`config.mk`:
```
export PLATFORM = sky130hd
export DESIGN_NAME = directional_nearest_rect_select_unit
export DESIGN_NICKNAME = d
export VERILOG_FILES = /design/src/hdl/dnrs_pkg.sv /design/src/hdl/directional_nearest_rect_select_unit.sv /design/src/hdl/dnrs_csr.sv /design/src/hdl/dnrs_front.sv /design/src/hdl/dnrs_queue.sv /design/src/hdl/dnrs_back.sv
export SDC_FILE = /design/constraint.sdc
export NUM_CORES = 1
export LEC_CHECK = 0
export BUFFER_PORTS_ARGS = -buffer_cell sky130_fd_sc_hd__clkbuf_2
export CAP_MARGIN = 40
export CORE_MARGIN = 2
export CORE_UTILIZATION = 39
export DETAILED_ROUTE_END_ITERATION = 6
export PLACE_DENSITY = 0.52
export SETUP_SLACK_MARGIN = 0.1
export SLEW_MARGIN = 0
export SYNTH_ARGS = -nofsm -noshare
export SYNTH_HDL_FRONTEND = slang
export SYNTH_SLANG_ARGS = --single-unit
export TNS_END_PERCENT = 100
```
`constraint.sdc`:
```
create_clock -name clock -period 25.6 [get_ports clock]
set_input_delay 5.12 -clock clock [delete_from_list [all_inputs] [get_ports clock]]
set_output_delay 5.12 -clock clock [all_outputs]
set_load 0.1 [all_outputs]
```
`src/hdl/dnrs_pkg.sv`:
```
// shared types and constants of the directional nearest rectangle selector
package dnrs_pkg;

   localparam int COORD_BITS_DEFAULT  = 16;
   localparam int ID_BITS_DEFAULT     = 29;
   localparam int QUEUE_DEPTH_DEFAULT = 4;

   localparam int CSR_DATA_BITS = 32;
   localparam int CSR_ADDR_BITS = 5;
   localparam int CSR_INDEX_BITS = 3;

   // register index on the configuration port
   typedef enum logic [CSR_INDEX_BITS-1:0] {
      REG_DIRECTION = 3'd0,
      REG_FOCUS_X   = 3'd1,
      REG_FOCUS_Y   = 3'd2,
      REG_REGION_X  = 3'd3,
      REG_REGION_Y  = 3'd4,
      REG_REGION_W  = 3'd5,
      REG_REGION_H  = 3'd6
   } dnrs_reg_type;

   // search direction codes
   typedef enum logic [1:0] {
      DIR_LEFT  = 2'd0,
      DIR_RIGHT = 2'd1,
      DIR_UP    = 2'd2,
      DIR_DOWN  = 2'd3
   } dnrs_dir_type;

   // classification attached to each queued candidate
   typedef struct packed {
      logic qual;
      logic last;
   } dnrs_tag_type;

   localparam int TAG_BITS = $bits(dnrs_tag_type);

endpackage

```
`src/hdl/directional_nearest_rect_select_unit.sv`:
```
// top level of the directional nearest rectangle selector
//
// candidate rectangles stream in on the req_ channel, one transfer per cycle at full
// rate. each candidate whose origin lies inside the configured region (bounds inclusive)
// and on the configured side of the focus point is compared against the running best;
// on the candidate flagged last_rect one transfer leaves on the rsp_ channel with found
// and the chosen id (0 when nothing qualified) and the running best is cleared for the
// next list. the front end classifies a candidate in the cycle it is taken and writes it
// into a small queue; the back end pops one entry per cycle unless a held result blocks
// it, and its combinational compare against the running best sets the sustained rate
// of one candidate per clock. rsp_valid is registered once the last candidate is popped.
// a pending result held by rsp_stall only blocks the next last candidate; other
// candidates keep draining, and req_stall rises only when the queue fills.
// configuration registers sit at byte offsets 4*i: direction, focus_x, focus_y,
// region_x, region_y, region_w, region_h; write them only while no list is in flight.
module directional_nearest_rect_select_unit #(
   parameter int COORD_BITS  = dnrs_pkg::COORD_BITS_DEFAULT,
   parameter int ID_BITS     = dnrs_pkg::ID_BITS_DEFAULT,
   parameter int QUEUE_DEPTH = dnrs_pkg::QUEUE_DEPTH_DEFAULT
) (
   input  logic                               clock,
   input  logic                               reset,
   // candidate channel
   input  logic                               req_valid,
   output logic                               req_stall,
   input  logic        [ID_BITS-1:0]          req_rect_id,
   input  logic signed [COORD_BITS-1:0]       req_rect_x,
   input  logic signed [COORD_BITS-1:0]       req_rect_y,
   input  logic        [COORD_BITS-1:0]       req_rect_w,
   input  logic        [COORD_BITS-1:0]       req_rect_h,
   input  logic                               req_last_rect,
   // result channel
   output logic                               rsp_valid,
   input  logic                               rsp_stall,
   output logic                               rsp_found,
   output logic        [ID_BITS-1:0]          rsp_chosen_id,
   // configuration port
   input  logic                               psel,
   input  logic                               penable,
   input  logic                               pwrite,
   input  logic [dnrs_pkg::CSR_ADDR_BITS-1:0] paddr,
   input  logic [dnrs_pkg::CSR_DATA_BITS-1:0] pwdata,
   output logic [dnrs_pkg::CSR_DATA_BITS-1:0] prdata,
   output logic                               pready
);

   // queue entry: classification tag, id, x, y, w, h
   localparam int ENTRY_BITS = dnrs_pkg::TAG_BITS + ID_BITS + 4 * COORD_BITS;

   dnrs_pkg::dnrs_dir_type       direction;
   logic signed [COORD_BITS-1:0] focus_x, focus_y, region_x, region_y;
   logic        [COORD_BITS-1:0] region_w, region_h;

   logic                         push, push_ready, pop, entry_valid;
   logic [ENTRY_BITS-1:0]        push_data, entry_data;

   // register file; the user must keep it static while a list is in flight, the block does not enforce it
   dnrs_csr #(
      .COORD_BITS (COORD_BITS)
   ) u_csr (
      .clock     (clock),
      .reset     (reset),
      .psel      (psel),
      .penable   (penable),
      .pwrite    (pwrite),
      .paddr     (paddr),
      .pwdata    (pwdata),
      .prdata    (prdata),
      .pready    (pready),
      .direction (direction),
      .focus_x   (focus_x),
      .focus_y   (focus_y),
      .region_x  (region_x),
      .region_y  (region_y),
      .region_w  (region_w),
      .region_h  (region_h)
   );

   // region and direction test at the moment of transfer
   dnrs_front #(
      .COORD_BITS (COORD_BITS),
      .ID_BITS    (ID_BITS)
   ) u_front (
      .req_valid     (req_valid),
      .req_stall     (req_stall),
      .req_rect_id   (req_rect_id),
      .req_rect_x    (req_rect_x),
      .req_rect_y    (req_rect_y),
      .req_rect_w    (req_rect_w),
      .req_rect_h    (req_rect_h),
      .req_last_rect (req_last_rect),
      .direction     (direction),
      .focus_x       (focus_x),
      .focus_y       (focus_y),
      .region_x      (region_x),
      .region_y      (region_y),
      .region_w      (region_w),
      .region_h      (region_h),
      .push          (push),
      .push_data     (push_data),
      .push_ready    (push_ready)
   );

   // decouples the input side from a stalled result
   dnrs_queue #(
      .DATA_BITS (ENTRY_BITS),
      .DEPTH     (QUEUE_DEPTH)
   ) u_queue (
      .clock      (clock),
      .reset      (reset),
      .push       (push),
      .push_data  (push_data),
      .push_ready (push_ready),
      .pop        (pop),
      .pop_data   (entry_data),
      .pop_valid  (entry_valid)
   );

   // ordered comparison against the running best, result register
   dnrs_back #(
      .COORD_BITS (COORD_BITS),
      .ID_BITS    (ID_BITS)
   ) u_back (
      .clock         (clock),
      .reset         (reset),
      .entry_valid   (entry_valid),
      .entry_data    (entry_data),
      .pop           (pop),
      .direction     (direction),
      .focus_x       (focus_x),
      .focus_y       (focus_y),
      .rsp_valid     (rsp_valid),
      .rsp_stall     (rsp_stall),
      .rsp_found     (rsp_found),
      .rsp_chosen_id (rsp_chosen_id)
   );

endmodule

```
`src/hdl/dnrs_csr.sv`:
```
// configuration register file with apb-style access
module dnrs_csr #(
   parameter int COORD_BITS = dnrs_pkg::COORD_BITS_DEFAULT
) (
   input  logic                                 clock,
   input  logic                                 reset,
   input  logic                                 psel,
   input  logic                                 penable,
   input  logic                                 pwrite,
   input  logic [dnrs_pkg::CSR_ADDR_BITS-1:0]   paddr,
   input  logic [dnrs_pkg::CSR_DATA_BITS-1:0]   pwdata,
   output logic [dnrs_pkg::CSR_DATA_BITS-1:0]   prdata,
   output logic                                 pready,
   output dnrs_pkg::dnrs_dir_type               direction,
   output logic signed [COORD_BITS-1:0]         focus_x,
   output logic signed [COORD_BITS-1:0]         focus_y,
   output logic signed [COORD_BITS-1:0]         region_x,
   output logic signed [COORD_BITS-1:0]         region_y,
   output logic        [COORD_BITS-1:0]         region_w,
   output logic        [COORD_BITS-1:0]         region_h
);

   dnrs_pkg::dnrs_dir_type         direction_ff;
   logic signed [COORD_BITS-1:0]   focus_x_ff, focus_y_ff, region_x_ff, region_y_ff;
   logic        [COORD_BITS-1:0]   region_w_ff, region_h_ff;
   dnrs_pkg::dnrs_reg_type         reg_index;
   logic                           write_en;

   assign reg_index = dnrs_pkg::dnrs_reg_type'(paddr[dnrs_pkg::CSR_ADDR_BITS-1:2]);
   assign write_en  = psel && penable && pwrite;
   assign pready    = 1'b1;

   always_ff @(posedge clock) begin
      if (reset) begin
         direction_ff <= dnrs_pkg::DIR_LEFT;
         focus_x_ff   <= '0;
         focus_y_ff   <= '0;
         region_x_ff  <= '0;
         region_y_ff  <= '0;
         region_w_ff  <= '0;
         region_h_ff  <= '0;
      end else if (write_en) begin
         case (reg_index)
            dnrs_pkg::REG_DIRECTION: begin
               direction_ff <= dnrs_pkg::dnrs_dir_type'(pwdata[1:0]);
            end
            dnrs_pkg::REG_FOCUS_X: begin
               focus_x_ff <= pwdata[COORD_BITS-1:0];
            end
            dnrs_pkg::REG_FOCUS_Y: begin
               focus_y_ff <= pwdata[COORD_BITS-1:0];
            end
            dnrs_pkg::REG_REGION_X: begin
               region_x_ff <= pwdata[COORD_BITS-1:0];
            end
            dnrs_pkg::REG_REGION_Y: begin
               region_y_ff <= pwdata[COORD_BITS-1:0];
            end
            dnrs_pkg::REG_REGION_W: begin
               region_w_ff <= pwdata[COORD_BITS-1:0];
            end
            dnrs_pkg::REG_REGION_H: begin
               region_h_ff <= pwdata[COORD_BITS-1:0];
            end
            default: begin
               // unmapped address, write dropped
            end
         endcase
      end
   end

   // signed registers read back sign-extended
   always_comb begin
      case (reg_index)
         dnrs_pkg::REG_DIRECTION: prdata = dnrs_pkg::CSR_DATA_BITS'(direction_ff);
         dnrs_pkg::REG_FOCUS_X:   prdata = dnrs_pkg::CSR_DATA_BITS'(focus_x_ff);
         dnrs_pkg::REG_FOCUS_Y:   prdata = dnrs_pkg::CSR_DATA_BITS'(focus_y_ff);
         dnrs_pkg::REG_REGION_X:  prdata = dnrs_pkg::CSR_DATA_BITS'(region_x_ff);
         dnrs_pkg::REG_REGION_Y:  prdata = dnrs_pkg::CSR_DATA_BITS'(region_y_ff);
         dnrs_pkg::REG_REGION_W:  prdata = dnrs_pkg::CSR_DATA_BITS'(region_w_ff);
         dnrs_pkg::REG_REGION_H:  prdata = dnrs_pkg::CSR_DATA_BITS'(region_h_ff);
         default:                 prdata = '0;
      endcase
   end

   assign direction = direction_ff;
   assign focus_x   = focus_x_ff;
   assign focus_y   = focus_y_ff;
   assign region_x  = region_x_ff;
   assign region_y  = region_y_ff;
   assign region_w  = region_w_ff;
   assign region_h  = region_h_ff;

endmodule

```
`src/hdl/dnrs_front.sv`:
```
// front end: accepts candidates and classifies them against region and direction
module dnrs_front #(
   parameter int COORD_BITS = dnrs_pkg::COORD_BITS_DEFAULT,
   parameter int ID_BITS    = dnrs_pkg::ID_BITS_DEFAULT,
   localparam int ENTRY_BITS = dnrs_pkg::TAG_BITS + ID_BITS + 4 * COORD_BITS
) (
   input  logic                         req_valid,
   output logic                         req_stall,
   input  logic        [ID_BITS-1:0]    req_rect_id,
   input  logic signed [COORD_BITS-1:0] req_rect_x,
   input  logic signed [COORD_BITS-1:0] req_rect_y,
   input  logic        [COORD_BITS-1:0] req_rect_w,
   input  logic        [COORD_BITS-1:0] req_rect_h,
   input  logic                         req_last_rect,
   input  dnrs_pkg::dnrs_dir_type       direction,
   input  logic signed [COORD_BITS-1:0] focus_x,
   input  logic signed [COORD_BITS-1:0] focus_y,
   input  logic signed [COORD_BITS-1:0] region_x,
   input  logic signed [COORD_BITS-1:0] region_y,
   input  logic        [COORD_BITS-1:0] region_w,
   input  logic        [COORD_BITS-1:0] region_h,
   output logic                         push,
   output logic [ENTRY_BITS-1:0]        push_data,
   input  logic                         push_ready
);

   localparam int EXT_BITS = COORD_BITS + 2;

   logic signed [EXT_BITS-1:0] x_ext, y_ext, left_ext, top_ext, right_ext, bottom_ext;
   logic                       in_region, dir_ok;
   dnrs_pkg::dnrs_tag_type     tag;

   assign x_ext      = EXT_BITS'(req_rect_x);
   assign y_ext      = EXT_BITS'(req_rect_y);
   assign left_ext   = EXT_BITS'(region_x);
   assign top_ext    = EXT_BITS'(region_y);
   assign right_ext  = left_ext + $signed({2'b00, region_w});
   assign bottom_ext = top_ext + $signed({2'b00, region_h});

   // region bounds are inclusive on all four sides
   assign in_region = (x_ext >= left_ext) && (x_ext <= right_ext) &&
                      (y_ext >= top_ext) && (y_ext <= bottom_ext);

   always_comb begin
      case (direction)
         dnrs_pkg::DIR_LEFT:  dir_ok = req_rect_x < focus_x;
         dnrs_pkg::DIR_RIGHT: dir_ok = req_rect_x > focus_x;
         dnrs_pkg::DIR_UP:    dir_ok = req_rect_y < focus_y;
         dnrs_pkg::DIR_DOWN:  dir_ok = req_rect_y > focus_y;
         default:             dir_ok = 1'b0;
      endcase
   end

   assign tag.qual = in_region && dir_ok;
   assign tag.last = req_last_rect;

   assign req_stall = !push_ready;
   assign push      = req_valid && push_ready;
   assign push_data = {tag, req_rect_id, req_rect_x, req_rect_y, req_rect_w, req_rect_h};

endmodule

```
`src/hdl/dnrs_queue.sv`:
```
// short fifo between the front and back ends
module dnrs_queue #(
   parameter int DATA_BITS = 8,
   parameter int DEPTH     = dnrs_pkg::QUEUE_DEPTH_DEFAULT
) (
   input  logic                 clock,
   input  logic                 reset,
   input  logic                 push,
   input  logic [DATA_BITS-1:0] push_data,
   output logic                 push_ready,
   input  logic                 pop,
   output logic [DATA_BITS-1:0] pop_data,
   output logic                 pop_valid
);

   localparam int PTR_BITS   = (DEPTH > 1) ? $clog2(DEPTH) : 1;
   localparam int COUNT_BITS = $clog2(DEPTH + 1);

   logic [DATA_BITS-1:0]  data_ff [DEPTH];
   logic [PTR_BITS-1:0]   wr_ptr_ff, wr_ptr_in, rd_ptr_ff, rd_ptr_in;
   logic [COUNT_BITS-1:0] count_ff, count_in;

   assign push_ready = count_ff != COUNT_BITS'(DEPTH);
   assign pop_valid  = count_ff != '0;
   assign pop_data   = data_ff[rd_ptr_ff];

   always_comb begin
      wr_ptr_in = wr_ptr_ff;
      rd_ptr_in = rd_ptr_ff;
      count_in  = count_ff;
      if (push) begin
         wr_ptr_in = (wr_ptr_ff == PTR_BITS'(DEPTH - 1)) ? '0 : wr_ptr_ff + 1'b1;
      end
      if (pop) begin
         rd_ptr_in = (rd_ptr_ff == PTR_BITS'(DEPTH - 1)) ? '0 : rd_ptr_ff + 1'b1;
      end
      if (push && !pop) begin
         count_in = count_ff + 1'b1;
      end else if (pop && !push) begin
         count_in = count_ff - 1'b1;
      end
   end

   always_ff @(posedge clock) begin
      if (reset) begin
         wr_ptr_ff <= '0;
         rd_ptr_ff <= '0;
         count_ff  <= '0;
      end else begin
         wr_ptr_ff <= wr_ptr_in;
         rd_ptr_ff <= rd_ptr_in;
         count_ff  <= count_in;
      end
   end

   always_ff @(posedge clock) begin
      if (push) begin
         data_ff[wr_ptr_ff] <= push_data;
      end
   end

endmodule

```
`src/hdl/dnrs_back.sv`:
```
// back end: running-best comparison and result register
module dnrs_back #(
   parameter int COORD_BITS = dnrs_pkg::COORD_BITS_DEFAULT,
   parameter int ID_BITS    = dnrs_pkg::ID_BITS_DEFAULT,
   localparam int ENTRY_BITS = dnrs_pkg::TAG_BITS + ID_BITS + 4 * COORD_BITS
) (
   input  logic                         clock,
   input  logic                         reset,
   input  logic                         entry_valid,
   input  logic [ENTRY_BITS-1:0]        entry_data,
   output logic                         pop,
   input  dnrs_pkg::dnrs_dir_type       direction,
   input  logic signed [COORD_BITS-1:0] focus_x,
   input  logic signed [COORD_BITS-1:0] focus_y,
   output logic                         rsp_valid,
   input  logic                         rsp_stall,
   output logic                         rsp_found,
   output logic        [ID_BITS-1:0]    rsp_chosen_id
);

   localparam int EXT_BITS  = COORD_BITS + 2;
   localparam int DIST_BITS = COORD_BITS + 1;

   dnrs_pkg::dnrs_tag_type       tag;
   logic        [ID_BITS-1:0]    id;
   logic signed [COORD_BITS-1:0] x, y;
   logic        [COORD_BITS-1:0] w, h;

   logic                         best_valid_ff, best_valid_in;
   logic        [ID_BITS-1:0]    best_id_ff;
   logic signed [COORD_BITS-1:0] best_x_ff, best_y_ff;
   logic        [COORD_BITS-1:0] best_w_ff, best_h_ff;

   logic                         rsp_valid_ff, rsp_valid_in;
   logic                         rsp_found_ff;
   logic        [ID_BITS-1:0]    rsp_chosen_id_ff;

   logic                         horiz, toward_neg;
   logic signed [COORD_BITS-1:0] cand_a, cand_b, best_a, best_b, focus_b;
   logic        [COORD_BITS-1:0] cand_sz, best_sz;
   logic signed [EXT_BITS-1:0]   cand_a_ext, best_a_ext;
   logic signed [DIST_BITS-1:0]  cand_diff, best_diff;
   logic        [DIST_BITS-1:0]  cand_dist, best_dist;
   logic                         same_line, beyond, tie_closer, beats, take;
   logic                         out_free, found_now;
   logic        [ID_BITS-1:0]    id_now;

   assign {tag, id, x, y, w, h} = entry_data;

   // vertical search swaps the roles of x and y
   assign horiz      = (direction == dnrs_pkg::DIR_LEFT) || (direction == dnrs_pkg::DIR_RIGHT);
   assign toward_neg = (direction == dnrs_pkg::DIR_LEFT) || (direction == dnrs_pkg::DIR_UP);

   assign cand_a  = horiz ? x : y;
   assign cand_b  = horiz ? y : x;
   assign cand_sz = horiz ? w : h;
   assign best_a  = horiz ? best_x_ff : best_y_ff;
   assign best_b  = horiz ? best_y_ff : best_x_ff;
   assign best_sz = horiz ? best_w_ff : best_h_ff;
   assign focus_b = horiz ? focus_y : focus_x;

   assign cand_a_ext = EXT_BITS'(cand_a);
   assign best_a_ext = EXT_BITS'(best_a);

   // candidate on the focus row or column while the best is not
   assign same_line = (cand_b == focus_b) && (best_b != focus_b);

   // whole separation beyond the best's far edge
   assign beyond = toward_neg ?
                   (cand_a_ext > best_a_ext + $signed({2'b00, best_sz})) :
                   (cand_a_ext + $signed({2'b00, cand_sz}) < best_a_ext);

   assign cand_diff  = DIST_BITS'(cand_b) - DIST_BITS'(focus_b);
   assign best_diff  = DIST_BITS'(best_b) - DIST_BITS'(focus_b);
   assign cand_dist  = cand_diff[DIST_BITS-1] ? DIST_BITS'(-cand_diff) : DIST_BITS'(cand_diff);
   assign best_dist  = best_diff[DIST_BITS-1] ? DIST_BITS'(-best_diff) : DIST_BITS'(best_diff);
   assign tie_closer = (cand_a == best_a) && (cand_dist < best_dist);

   assign beats = !best_valid_ff || same_line || beyond || tie_closer;
   assign take  = tag.qual && beats;

   // only a last item needs the result register
   assign out_free = !rsp_valid_ff || !rsp_stall;
   assign pop      = entry_valid && (!tag.last || out_free);

   assign found_now = take || best_valid_ff;
   assign id_now    = take ? id : (best_valid_ff ? best_id_ff : '0);

   always_comb begin
      best_valid_in = best_valid_ff;
      rsp_valid_in  = rsp_valid_ff && rsp_stall;
      if (pop) begin
         if (tag.last) begin
            best_valid_in = 1'b0;
            rsp_valid_in  = 1'b1;
         end else if (take) begin
            best_valid_in = 1'b1;
         end
      end
   end

   always_ff @(posedge clock) begin
      if (reset) begin
         best_valid_ff <= 1'b0;
         rsp_valid_ff  <= 1'b0;
      end else begin
         best_valid_ff <= best_valid_in;
         rsp_valid_ff  <= rsp_valid_in;
      end
   end

   always_ff @(posedge clock) begin
      if (pop && take && !tag.last) begin
         best_id_ff <= id;
         best_x_ff  <= x;
         best_y_ff  <= y;
         best_w_ff  <= w;
         best_h_ff  <= h;
      end
      if (pop && tag.last) begin
         rsp_found_ff     <= found_now;
         rsp_chosen_id_ff <= id_now;
      end
   end

   assign rsp_valid     = rsp_valid_ff;
   assign rsp_found     = rsp_found_ff;
   assign rsp_chosen_id = rsp_chosen_id_ff;

endmodule

```
Word-level counts from Yosys, hierarchy flattened
Memory sizes are Yosys's and may differ from the RTL's. A register that Yosys moved wholly into a read port is not among the register bits.
Cells that the tools add are included.
{ "totals": {"inputBits": 138, "regBits": 230, "output_inout_bits": 65, "mem_bits_rw": 380, "word_cells": 129, "memories": 1} }
{ "memory_table": {"columns": ["name", "words", "width", "rd", "rd_clocked_by_memory_dff", "write_ports", "line_no", "text"], "rows": [
  ["u_queue.data_ff", 4, 95, 1, 1, 1, "dnrs_queue.sv:19", "logic [DATA_BITS-1:0] data_ff [DEPTH];"]
]} }
{ "classes": {"n_eq_ne": 15, "n_mux": 26, "magnitude_cmp": 11, "n_addsub": 12, "reduce_logical": 45} }
{ "op_table": {"columns": ["cell", "count"], "rows": [
  ["$pmux 32 s7", 1],
  ["$mux 16", 7],
  ["$add 16x17->18", 4],
  ["$mux 29", 2],
  ["$le 16x18->1", 2],
  ["$mux 17", 2],
  ["$neg 17->17", 2],
  ["$sub 16x16->17", 2],
  ["$eq 16x16->1", 2],
  ["$ge 16x16->1", 2],
  ["$gt 16x16->1", 2],
  ["$lt 16x16->1", 2],
  ["$gt 16x18->1", 1],
  ["$lt 18x16->1", 1],
  ["$logic_and 1x1->1", 17],
  ["$lt 17x17->1", 1],
  ["$ne 16x16->1", 1],
  ["$reduce_and 2->1", 8],
  ["$eq 3x3->1 const B", 3],
  ["$eq 2x2->1 const B", 4],
  ["$logic_or 1x1->1", 8],
  ["$mux 2", 4],
  ["$logic_not 1->1", 7],
  ["$mux 1", 7],
  ["13 further kinds", 17]
]} }

Longest topological paths before layout
Gate-level depths: netlist (run 1).
{ "depth": {"ltp_word": 12, "ltp_mapped": 29, "mapped_depth_nobuf": 23} }

Cells and area by module
A second synthesis (run 1) with hierarchy kept.
{ "unflattened": {"hier_cells": 2762, "hier_area_um2": 34755.8} }
{ "by_module_without_submodules": {"columns": ["module", "area_per_inst_um2", "cells_each", "seq_area_each_um2", "instances"], "rows": [
  ["dnrs_queue", 14193.6, 542, 11591.1, 1],
  ["dnrs_back", 11104.4, 1116, 3733.6, 1],
  ["dnrs_csr", 4787.1, 482, 1961.9, 1],
  ["dnrs_front", 4670.7, 622, 0.0, 1]
]} }

Least setup slack after synthesis (run 1)
No wires, ideal clock.
{ "synth_timing": {"kind": "input -> output", "from": "in paddr[2] in the netlist's numbering", "to": "out prdata[15] in the netlist's numbering", "t_required_ps": 20480, "slack_ps": 10393, "t_arrival_ps": 10087, "stages": 6, "n_path_buf": 1, "cell_sequence": "clkbuf_1 -> clkinv_1 -> nor2_1 -> a22oi_1 -> o21ai_0 -> o21bai_1"} }
{ "synth_via": {"elab_chain_len": 2, "elab_cells_between_ends": 8, "classes_between": "eq/ne: 6; mux: 1; reduce/logical: 1"} }
{ "synth_rtl": {"columns": ["element", "line_no", "text"], "rows": [
  ["from (decl)", "directional_nearest_rect_select_unit.sv:41", "input logic [dnrs_pkg::CSR_ADDR_BITS-1:0] paddr,"],
  ["$eq 3x3->1, or another cell as far along", "dnrs_csr.sv:74", "case (reg_index)"],
  ["$pmux 32 s7 *", "dnrs_csr.sv:74", null],
  ["to (decl)", "directional_nearest_rect_select_unit.sv:43", "output logic [dnrs_pkg::CSR_DATA_BITS-1:0] prdata,"]
]} }
Every way passes the cells marked *; elsewhere a longest branch is shown, timed or not.

Worst setup path after layout (run 1)
{ "layout_timing": {"from": "in paddr[2] in the netlist's numbering", "to": "out prdata[1] in the netlist's numbering"} }
Same word-level chain as after synthesis.

==> summary.md, run 1 <==
| Metric | Value |
|---|---|
| Synth-to-Final Area Change | 13.47% |
| Sequential share of the synthesized area | 0.5220 |
| Total Routing Usage GR | 0.2076 |
| Synth cell types | 85 |
| Clk sinks | between 600 and 700 |
| Placed Area | ~35000 sq um |
| Peak VDD IR | around 0.0001 V |
| Rows | 106 |
| Prevailing post-synth register cell | edfxtp_1 |
| Final instance area | around 38000 sq um |
| Final ANT Viol Nets | 0 |
| Commonest cells in the netlist | edfxtp_1, nand2_1, ha_1 |
| Max-slew headroom | 0.3877 |
| Min Tclk post-route | 12860 ps |
| Crit Path Class | primary input to primary output |
| Setup tns final | 0 ps |
| Final wirelength | 90850 microns |
| Worst clock skew | a little over 50 ps |
| Setup violators final | 0 |
| Max Fclk | just under 80 MHz |
| Worst-path clk slew | 60 ps |
| Yosys top cell by area | edfxtp_1 |
| Drt first pass iters | 5 |
| Flops & latches, synth | slightly above 600 |
| Initial core utilization | 0.3951 |
| Vias | roughly 22000 |
| NumNets Final | ~3300 |
| Height of the die | 295.4 microns |
| Leak pwr | between 0.01 and 0.015 uW |
| Post-CTS Resized | 0 |
| Congestion Overflow GR | 0 |
| CP Capture Type | primary output |
| Syn Inst Count | approximately 2700 |
| Worst EP arrival | a little under 8000 ps |
| Die X | roughly 300 microns |
| GPL Wtd Cong | 0.9080 |
| Share of layout cells above drive strength 1 | 0.1742 |
| WL/cell | 22.30 microns |
| Post-CTS Setup Bufs | 0 |
| Hold slack | between 400 and 500 ps |
| Status | complete, no violations |
| Port Buffers | 183 |
| Post-synth ARST share | 0 |
| Worst skew pair latency | roughly 640 ps |
| Synthesized area | 33110 sq um |
| Post-synth top area share | 0.4561 |
| Ports | ~200 |
| Worst Tran Pin Value | 918.4 ps |
| Tcrit/Tclk final | 0.5025 |
| DR iter-0 viols | 1546 |
| Final Hold Fails | 0 |
| Initial antenna violation count | 2 |
| Overall die area | between 80000 and 90000 sq um |
| CTS Buf Count | between 60 and 70 |
| Critical-path maximum fanout | 36 |
| Max Cap Violations | 0 |
| R2R cell count | 24 |
| Core area | 83820 sq um |
| Number of global-route vias before repair | roughly 22000 |
| CTS root buffer | clkbuf_16 |
| TritonCTS clock tree | yes |
| DR vias/cell | ~5.4 |
| Pin count of the biggest net entering global routing | 87 |
| Top cells by area, synth | edfxtp_1, ha_1, dfxtp_1, mux4_2, nand2_1 |
| Net count after synthesis | approximately 3100 |
| Type of the worst min-delay path | flip-flop to flip-flop |
| Synth warnings | 0 |
| Pwr per Cell Area | approximately 120 nW/um^2 |
| RSZ-0062 raised after global routing | no |
| Slew Viols, Final | 0 |
| Clock Path Buffers | 3 |
| Global-route wire length before repair | 135400 microns |
| Post-layout util | 0.4483 |
| Count leader, synth | edfxtp_1 |
| Drc violations | 0 |
| Hold path depth | 2 |
| Critical Path RT | a little over 20000 ps |
| DPL Wire Length | roughly 66000 microns |
| EDFF count, synth | roughly 500 |
| Setup crit start kind | primary input |
| Hold buffer count at CTS | 0 |
| Syn Area/Cell | 12.23 sq um |
| H-tree levels | 3 |
==> layout by cell type, fill, tap and decap left out, drive strengths merged, types with 30 or more instances in the layout <==
cell	instances
edfxtp	503
nand2	312
clkbuf	280
ha	259
a21oi	217
inv	169
nor2	115
dfxtp	109
mux4	95
mux2i	84
o21ai	77
mux2	76
xnor2	74
a21o	61
xor2	44
nand3	36
buf	32
nor3	30
==> state kept, by name, indices dropped and copies added (netlist names), named ones only <==
name                  cells
u_queue.data_ff         380
u_back.best_id_ff        29
u_back.rsp_chosen_id     29
u_back.best_h_ff         16
u_back.best_w_ff         16
u_back.best_x_ff         16
u_back.best_y_ff         16
u_csr.focus_x            16
u_csr.focus_y            16
u_csr.region_h           16
u_csr.region_w           16
u_csr.region_x           16
u_csr.region_y           16
u_queue.count_ff          3
u_csr.direction           2
u_queue.rd_ptr_ff         2
u_queue.wr_ptr_ff         2
u_back.best_valid_ff      1
u_back.rsp_found          1
u_back.rsp_valid          1
==> per-stage QoR <==
step,worst slack [ps],power [uW],cells
detailed placement,12740,3675,3946
global route,12600,4941,4075
floorplan,10390,3117,2707
CTS,12750,4675,4073
global placement,12250,3607,3937
finish,12740,4630,4075
==> final timing paths <==
kind / endpoint / slack [ps] / startpoint
setup / recovery: prdata[1] / 12740 / paddr[2]
hold / removal: u_csr.focus_y[1] / 460 / u_csr.focus_y[1]
setup reg to reg: u_back.best_w_ff[3] / 16410 / u_csr.direction[1]
hold reg to reg: u_csr.focus_y[1] / 460 / u_csr.focus_y[1]
==> worst max-delay path, stage by stage <==
cell and delay (ps):
clkbuf_2 70, buf_4 340, clkinv_1 330, nor2_1 680, a22oi_1 200, o221ai_1 430
clkbuf_2 540
==> final cells by class <==
type                            instances  area (sq um)
Timing Repair Buffer                  214          1275
Tap cell                             1134          1419
Fill cell                            7816         46250
Sequential cell                       612         17300
Antenna cell                            2         5.005
Clock inverter                         29         414.1
Inverter                              168         630.6
Multi-Input combinational cell       1818         14680
Clock buffer                           98          1856
==> power breakdown <==
| part | internal, uW | switching (uW) |
|---|---|---|
| Clock | 567 | 416 |
| Combinational | 894 | 1380 |
| Sequential | 1310 | 62.6 |
==> per-layer routing <==
| layer | track usage | vias up | wire (microns) |
|---|---|---|---|
| li1 | - | 10490 | - |
| met1 | 0.2651 | 10940 | 38520 |
| met2 | 0.3560 | 592 | 44340 |
| met3 | 0.03165 | 157 | 4527 |
| met4 | 0.07763 | 0 | 3472 |
| met5 | 0 | - | 0 |
==> cell families after synthesis <==
kind of cell / Yosys count / synth area share
and+or+nand+nor: 653 / 0.09193
other: 1 / 0.0001132
DFF: 612 / 0.5220
AOI/OAI and AO/OA: 525 / 0.1001
xor gates and xnor gates: 118 / 0.03121
muxes: 255 / 0.1171
adders and majority gates: 266 / 0.1021
buffers and inverters: 277 / 0.03544
(Power assumes the default switching activity.)
==> inputs of run 2 (changes only) <==
--- a/config.mk
+++ b/config.mk
@@ -5,6 +5,7 @@
 export SDC_FILE = /design/constraint.sdc
 export NUM_CORES = 1
 export LEC_CHECK = 0
+export ABC_AREA = 1
 export BUFFER_PORTS_ARGS = -buffer_cell sky130_fd_sc_hd__clkbuf_2
 export CAP_MARGIN = 40
 export CORE_MARGIN = 2
==> constraint.sdc (replaced) <==
create_clock -name clock -period 12.4 [get_ports clock]
set_input_delay 2.48 -clock clock [delete_from_list [all_inputs] [get_ports clock]]
set_output_delay 2.48 -clock clock [all_outputs]
set_load 0.1 [all_outputs]
==> summary.md, run 2 <==
| Metric | Value |
|---|---|
| Status | complete, no violations |
| Critical Path RT | 12630 ps (-7850 ps) |
| FILL cells | 8458 (+8.2%) |
| Flops & latches, synth | 612 (unchanged) |
| Global-route wire length before repair | 147100 microns (+8.7%) |
| Type of the worst min-delay path | flip-flop to flip-flop |
| Overall die area | 88850 sq um (+1.8%) |
| Top reg by flops | u_queue.data_ff |
| Max Cap Violations | 0 (unchanged) |
| Synth warnings | 0 (unchanged) |
| Net count after synthesis | 4105 (+32%) |
| Final Hold Fails | 0 (unchanged) |
| Max Fclk | 121.1 MHz |
| Tcrit/Tclk final | 0.6659 |
| Max reg flops | 380 (unchanged) |
| Congestion Overflow GR | 0 (unchanged) |
| Synthesized area | 33730 sq um (+1.9%) |
| Post-CTS Resized | 0 (unchanged) |
| Multi-input logic area | 14630 sq um (-0.29%) |
| Hold slack | 489.3 ps (+25.93 ps) |
| GRT met3 Usage | 0.02778 (-0.003866) |
| Rows | 107 (+0.94%) |
| Peak VDD IR | 0.0001586 V (+59%) |
| RSZ-0062 raised after global routing | no |
| Met2 Resource Use GR | 0.3588 (+0.002798) |
| Yosys top cell by area | edfxtp_1 |
| Min Tclk post-route | about 8300 ps |
| Synth-to-Final Area Change | 12.98% |
| Hold buffer count at CTS | 0 (unchanged) |
| Number of global-route vias before repair | 24350 (+8.7%) |
| Post-synth top area share | 0.4478 (-0.008308) |
| Setup crit start kind | flip-flop |
| Gr busiest metal | met2 |
| Core area | 85410 sq um (+1.9%) |
| CTS Buf Count | 71 (+2.9%) |
| H-tree levels | 3 (unchanged) |
| CP Capture Type | flip-flop |
| Pin count of the biggest net entering global routing | 110 (+26%) |
| Worst skew pair latency | 630 ps (about the same) |
| DR iter-0 viols | 1722 (+11%) |
| Critical-path maximum fanout | 109 (+200%) |
| GPL Wtd Cong | 0.9065 (-0.17%) |
| Height of the die | 298.1 microns (+0.91%) |
| Syn Area/Cell | 9.113 sq um (-26%) |
| Worst-path clk slew | 60 ps (about the same) |
| Syn Inst Count | 3701 (+37%) |
| DPL Wire Length | 70550 microns (+6.4%) |
| Register area | 17300 sq um (unchanged) |
| CP peak stage delay | 780 ps (+100 ps) |
| Sequential share of the synthesized area | 0.5125 (-0.009508) |
| Share of layout cells above drive strength 1 | 0.08821 (-0.08600) |
| Synth cell types | 55 (-35%) |
| Drt first pass iters | 5 (unchanged) |
| TritonCTS clock tree | yes |
| CTS root buffer | clkbuf_16 |
| Final ANT Viol Nets | 0 (unchanged) |
| Total Routing Usage GR | 0.2166 (+0.008915) |
| Count leader, synth | nand2_1 |
| Initial antenna violation count | 3 (+1) |
| Met1 Usage GRT | 0.2881 (+0.02298) |
| Clk sinks | 612 (unchanged) |
| Slew Viols, Final | 0 (unchanged) |
| Max-slew headroom | 0.3403 (-0.04746) |
| Sequential Power Share | 0.289 (-0.007) |
| Vias | 26200 (+18%) |
| Die X | 298.1 microns (+0.91%) |
| Worst Tran Pin Value | 979.3 ps (+60.84 ps) |
| Prevailing post-synth register cell | edfxtp_1 |
| Pwr per Cell Area | 255.4 nW/um^2 (+110%) |
| Clock power frac | 0.210 (-0.002) |
| CP most frequent cell | nand2_1 |
| Drc violations | 0 (unchanged) |
| Initial core utilization | 0.3949 (about the same) |
| P_int | 5351 uW (+93%) |
| Setup tns final | 0 ps (unchanged) |
| Comb power frac | 0.502 (+0.011) |
| Leak pwr | 0.01544 uW (+13%) |
| Sw frac | 0.4503 (+0.04878) |
| Commonest cells after routing, fill and taps aside | nand2_1, edfxtp_1, o21ai_0, nor2_1, inv_1 |
| Worst clock skew | 31.35 ps (-20.47 ps) |
| DR vias/cell | 5.180 (-4.8%) |
| Ports | 203 (unchanged) |
| Post-synth ARST share | 0 (unchanged) |
| Top cells by area, synth | edfxtp_1, ha_1, nand2_1, dfxtp_1, o21ai_0 |
| Worst EP arrival | 8480 ps (+740 ps) |
| Reg-to-reg setup timing slack | 4140 ps (-12270 ps) |
| EDFF count, synth | 503 (unchanged) |
| Clock Path Buffers | 3 (unchanged) |
| Max stage delay cell, worst path | buf_4 |
| Crit Path Class | flip-flop to flip-flop |
| Commonest cells in the netlist | nand2_1, edfxtp_1, o21ai_0 |
| Setup violators final | 0 (unchanged) |
| Commonest non-fill, non-tap cell in the layout | nand2_1 |
| Port Buffers | 183 (unchanged) |
| Final wirelength | 98310 microns (+8.2%) |
| WL/cell | 19.44 microns (-13%) |
| Post-CTS Setup Bufs | 0 (unchanged) |
| NumNets Final | 4258 (+30%) |
| Psw | 4383 uW (+140%) |
-- run 2: changes by cell type after synthesis, sizes merged, moves of 52 or more --
cell,change
nand2,+548
nor2,+219
a21o,-52
mux4,-95
nand3,+171
o21ai,+288
inv,+142
mux2,-76
mux2i,-84
o22ai,+73
-- run 2: path summary, 6_finish.rpt --
check             cells past startpoint                   end        startpoint
setup / recovery                     32  u_back.best_x_ff[10]         flip-flop
hold / removal                        2      u_back.rsp_valid  u_back.rsp_valid
setup reg to reg                     32  u_back.best_x_ff[10]         flip-flop
hold reg to reg                       2      u_back.rsp_valid  u_back.rsp_valid
-- run 2: worst max-delay path, delay by kind of cell (launching register included) --
kind,cells,cell delay [ps]
AOI/OAI and AO/OA,6,1500
xor gates and xnor gates,1,200
DFF,1,530
and+or+nand+nor,16,1700
buffers and inverters,6,2810
adders and majority gates,3,960
-- run 2: cell families after synthesis --
| kind of cell | share of synthesized area |
|---|---|
| XOR/XNOR | 0.02597 |
| adder cells (fa/ha/maj) | 0.1002 |
| buffers and inverters | 0.05501 |
| flip-flops | 0.5125 |
| AND/OR/NAND/NOR | 0.1812 |
| other | 0.0001112 |
| AO/OA/AOI/OAI | 0.1249 |
-- run 2: final cells by class --
type / instances / area share
diodes: 3 / 0.0001970
inverters: 310 / 0.03070
well taps: 1144 / 0.03756
clock inverters: 37 / 0.01028
multi-input cells: 2633 / 0.3840
clock buffers: 93 / 0.04932
flip-flops and latches: 612 / 0.4539
repair buffers: 226 / 0.03395
-- run 2: routing by layer --
metal  routed length, microns  vias to the layer above
met2                    46420                      652
met1                    43430                    12270
li1                         -                    13120
met5                        0                        -
met3                     4752                      163
met4                     3704                        0
-- run 2: power by group through the flow --
stage,Sequential [uW],Combinational (uW),Clock [uW]
2_1_floorplan,3210,3290,0
3_3_place_gp,2850,4860,0
3_5_place_dp,2860,4890,0
4_1_cts,2810,4920,2080
5_1_grt,2840,5530,2160
6_report,2810,4880,2040
-- run 2: metrics by stage --
| stage | instance area [sq um] | instances | util | power [uW] | worst slack [ps] |
|---|---|---|---|---|---|
| finish | 38110 | 5058 | 0.4461 | 9734 | 4143 |
| global route | 38100 | 5057 | 0.4461 | 10520 | 3282 |
| CTS | 38090 | 5054 | 0.4460 | 9812 | 4053 |
| detailed placement | 35820 | 4924 | 0.4194 | 7748 | 4098 |
| global placement | 35670 | 4912 | 0.4177 | 7710 | 4046 |
| floorplan | 33730 | 3701 | - | 6504 | 2721 |
==> inputs of run 3 (changes only) <==
==> constraint.sdc (replaced) <==
create_clock -name clock -period 8.4 [get_ports clock]
set_input_delay 1.68 -clock clock [delete_from_list [all_inputs] [get_ports clock]]
set_output_delay 1.68 -clock clock [all_outputs]
set_load 0.1 [all_outputs]
==> summary.md, run 3 (synthesis results as in run 2) <==
| Metric | Value |
|---|---|
| Status | complete, no violations |
| Worst clock skew | 31.22 ps (-0.1286 ps) |
| Die X | 298.1 microns (unchanged) |
| GPL Wtd Cong | 0.8926 (-1.5%) |
| Worst-path clk slew | 60 ps (about the same) |
| Hold EP | u_back.rsp_valid |
| FILL cells | 8373 (-1.0%) |
| WL/cell | 19.37 microns (-0.32%) |
| Max Cap Violations | 0 (unchanged) |
| Clk sinks | 612 (unchanged) |
| Rows | 107 (unchanged) |
| Number of global-route vias before repair | 24370 (+0.078%) |
| Crit Path Class | flip-flop to flip-flop |
| Hold Startpoint | u_back.rsp_valid |
| Peak VDD IR | 0.0002095 V (+32%) |
| Clock Path Buffers | 3 (unchanged) |
| Reg-to-reg setup timing slack | 1230 ps (-2910 ps) |
| DR iter-0 viols | 1968 (+14%) |
| Core area | 85410 sq um (unchanged) |
| Final Hold Fails | 0 (unchanged) |
| H-tree levels | 3 (unchanged) |
| Initial core utilization | 0.3949 (unchanged) |
| DP Cell Count | 4922 (-0.041%) |
| Worst skew pair latency | 630 ps (about the same) |
| Post-CTS Setup Bufs | 0 (unchanged) |
| Final wirelength | 97850 microns (-0.46%) |
| Port Buffers | 183 (unchanged) |
| R2R cell count | 30 (-6.3%) |
| Tot Pwr | 14450 uW (+49%) |
| Slew Viols, Final | 0 (unchanged) |
| NumNets Final | 4255 (-0.070%) |
| Worst Tran Pin Value | 867.0 ps (-112.3 ps) |
| Total Routing Usage GR | 0.2166 (about the same) |
| Post-route insts no fill | 5051 (-0.14%) |
| Tcrit/Tclk final | 0.8531 (+0.1872) |
| Post-CTS Resized | 0 (unchanged) |
| Setup crit start kind | flip-flop |
| CP peak stage delay | 840 ps (+60 ps) |
| Type of the worst min-delay path | flip-flop to flip-flop |
| Critical-path maximum fanout | 64 (-41%) |
| RSZ-0062 raised after global routing | no |
| CTS Buf Count | 71 (unchanged) |
| Max-slew headroom | 0.4159 (+0.07565) |
| TritonCTS clock tree | yes |
| Height of the die | 298.1 microns (unchanged) |
| Drt first pass iters | 6 (+1) |
| Commonest cells after routing, fill and taps aside | nand2_1, edfxtp_1, o21ai_0, nor2_1, inv_1 |
| Final ANT Viol Nets | 0 (unchanged) |
| Global-route wire length before repair | 147500 microns (+0.31%) |
| Hold slack | 486.4 ps (-2.890 ps) |
| CP Capture Type | flip-flop |
| Setup tns final | 0 ps (unchanged) |
| Min Tclk post-route | 7166 ps (-1091 ps) |
| Max reg flops | 380 (unchanged) |
| Drc violations | 0 (unchanged) |
| Vias | 26090 (-0.43%) |
| DR vias/cell | 5.165 (-0.29%) |
| Hold buffer count at CTS | 0 (unchanged) |
| Congestion Overflow GR | 0 (unchanged) |
| Synth-to-Final Area Change | 13.24% |
| Pin count of the biggest net entering global routing | 99 (-10%) |
| Overall die area | 88850 sq um (unchanged) |
| Initial antenna violation count | 2 (-1) |
| Top reg by flops | u_queue.data_ff |
| CP most frequent cell | nand2_1 |
| CTS root buffer | clkbuf_16 |
| R2R Path End | u_back.best_id_ff[16] |
| Leak pwr | 0.01546 uW (+0.16%) |
| Worst EP arrival | 7420 ps (-1060 ps) |
| Critical Path RT | 8650 ps (-3980 ps) |
| Pwr per Cell Area | 378.5 nW/um^2 (+48%) |
| Max stage delay cell, worst path | dfxtp_4 |
| Commonest non-fill, non-tap cell in the layout | nand2_1 |
| DPL Wire Length | 70390 microns (-0.24%) |
| Hold path depth | 2 (unchanged) |
| Ports | 203 (unchanged) |
| Setup violators final | 0 (unchanged) |
| Share of layout cells above drive strength 1 | 0.08833 (+0.0001129) |
| Max Fclk | 139.5 MHz (+15%) |
## run 3: metal layers
metal,GRT usage,vias to the layer above,part of all wire
li1,-,13110,-
met1,0.2911,12200,0.45
met2,0.3625,622,0.48
met3,0.03223,156,0.047
met4,0.06174,2,0.027
met5,0,-,0.00010
## run 3: area by class of cell
class | count | area, sq um | share of cell area
antenna | 1 | 2.502 | 0.00006552
clock buffer | 95 | 1929 | 0.05052
clock inverter | 33 | 359.1 | 0.009402
inverter | 310 | 1171 | 0.03066
multi-input combinational | 2633 | 14630 | 0.3832
sequential | 612 | 17300 | 0.4529
tap | 1144 | 1431 | 0.03748
timing repair buffer | 223 | 1368 | 0.03581
## run 3: worst max-delay path: cells and delay by family, from the launching register on
family	cells	cell delay, ps
buf+inv	5	1310
fa+ha+maj	3	850
simple gates	18	2700
flops	1	840
compound gates	4	1050
## run 3: how the worst max path moves through the flow
stage | start | end | slack [ps] | cells past startpoint
final | flip-flop | u_back.best_id_ff[16] | 1230 | 30
after global routing | flip-flop | u_back.best_id_ff[19] | 650 | 31
after CTS | flip-flop | u_back.best_id_ff[20] | 1250 | 30
after detailed placement | flip-flop | u_back.best_id_ff[12] | 1290 | 30
after global placement | flip-flop | u_back.best_id_ff[12] | 1290 | 30
after floorplan | paddr[2] | prdata[15] | 320 | 5
## run 3: through the flow
stage | util | worst slack (ps) | area (sq um)
after floorplan | - | 321.3 | 33730
after global placement | 0.4183 | 1293 | 35730
after detailed placement | 0.4203 | 1287 | 35900
after CTS | 0.4471 | 1250 | 38190
after global routing | 0.4471 | 645.0 | 38190
final | 0.4471 | 1234 | 38190
## run 3: where the power goes
group          internal, uW  switching [uW]  leakage, uW
Sequential             3960             180      0.00551
Combinational          2230            5040      0.00886
Clock                  1780            1260      0.00110
Total                  7970            6480       0.0155
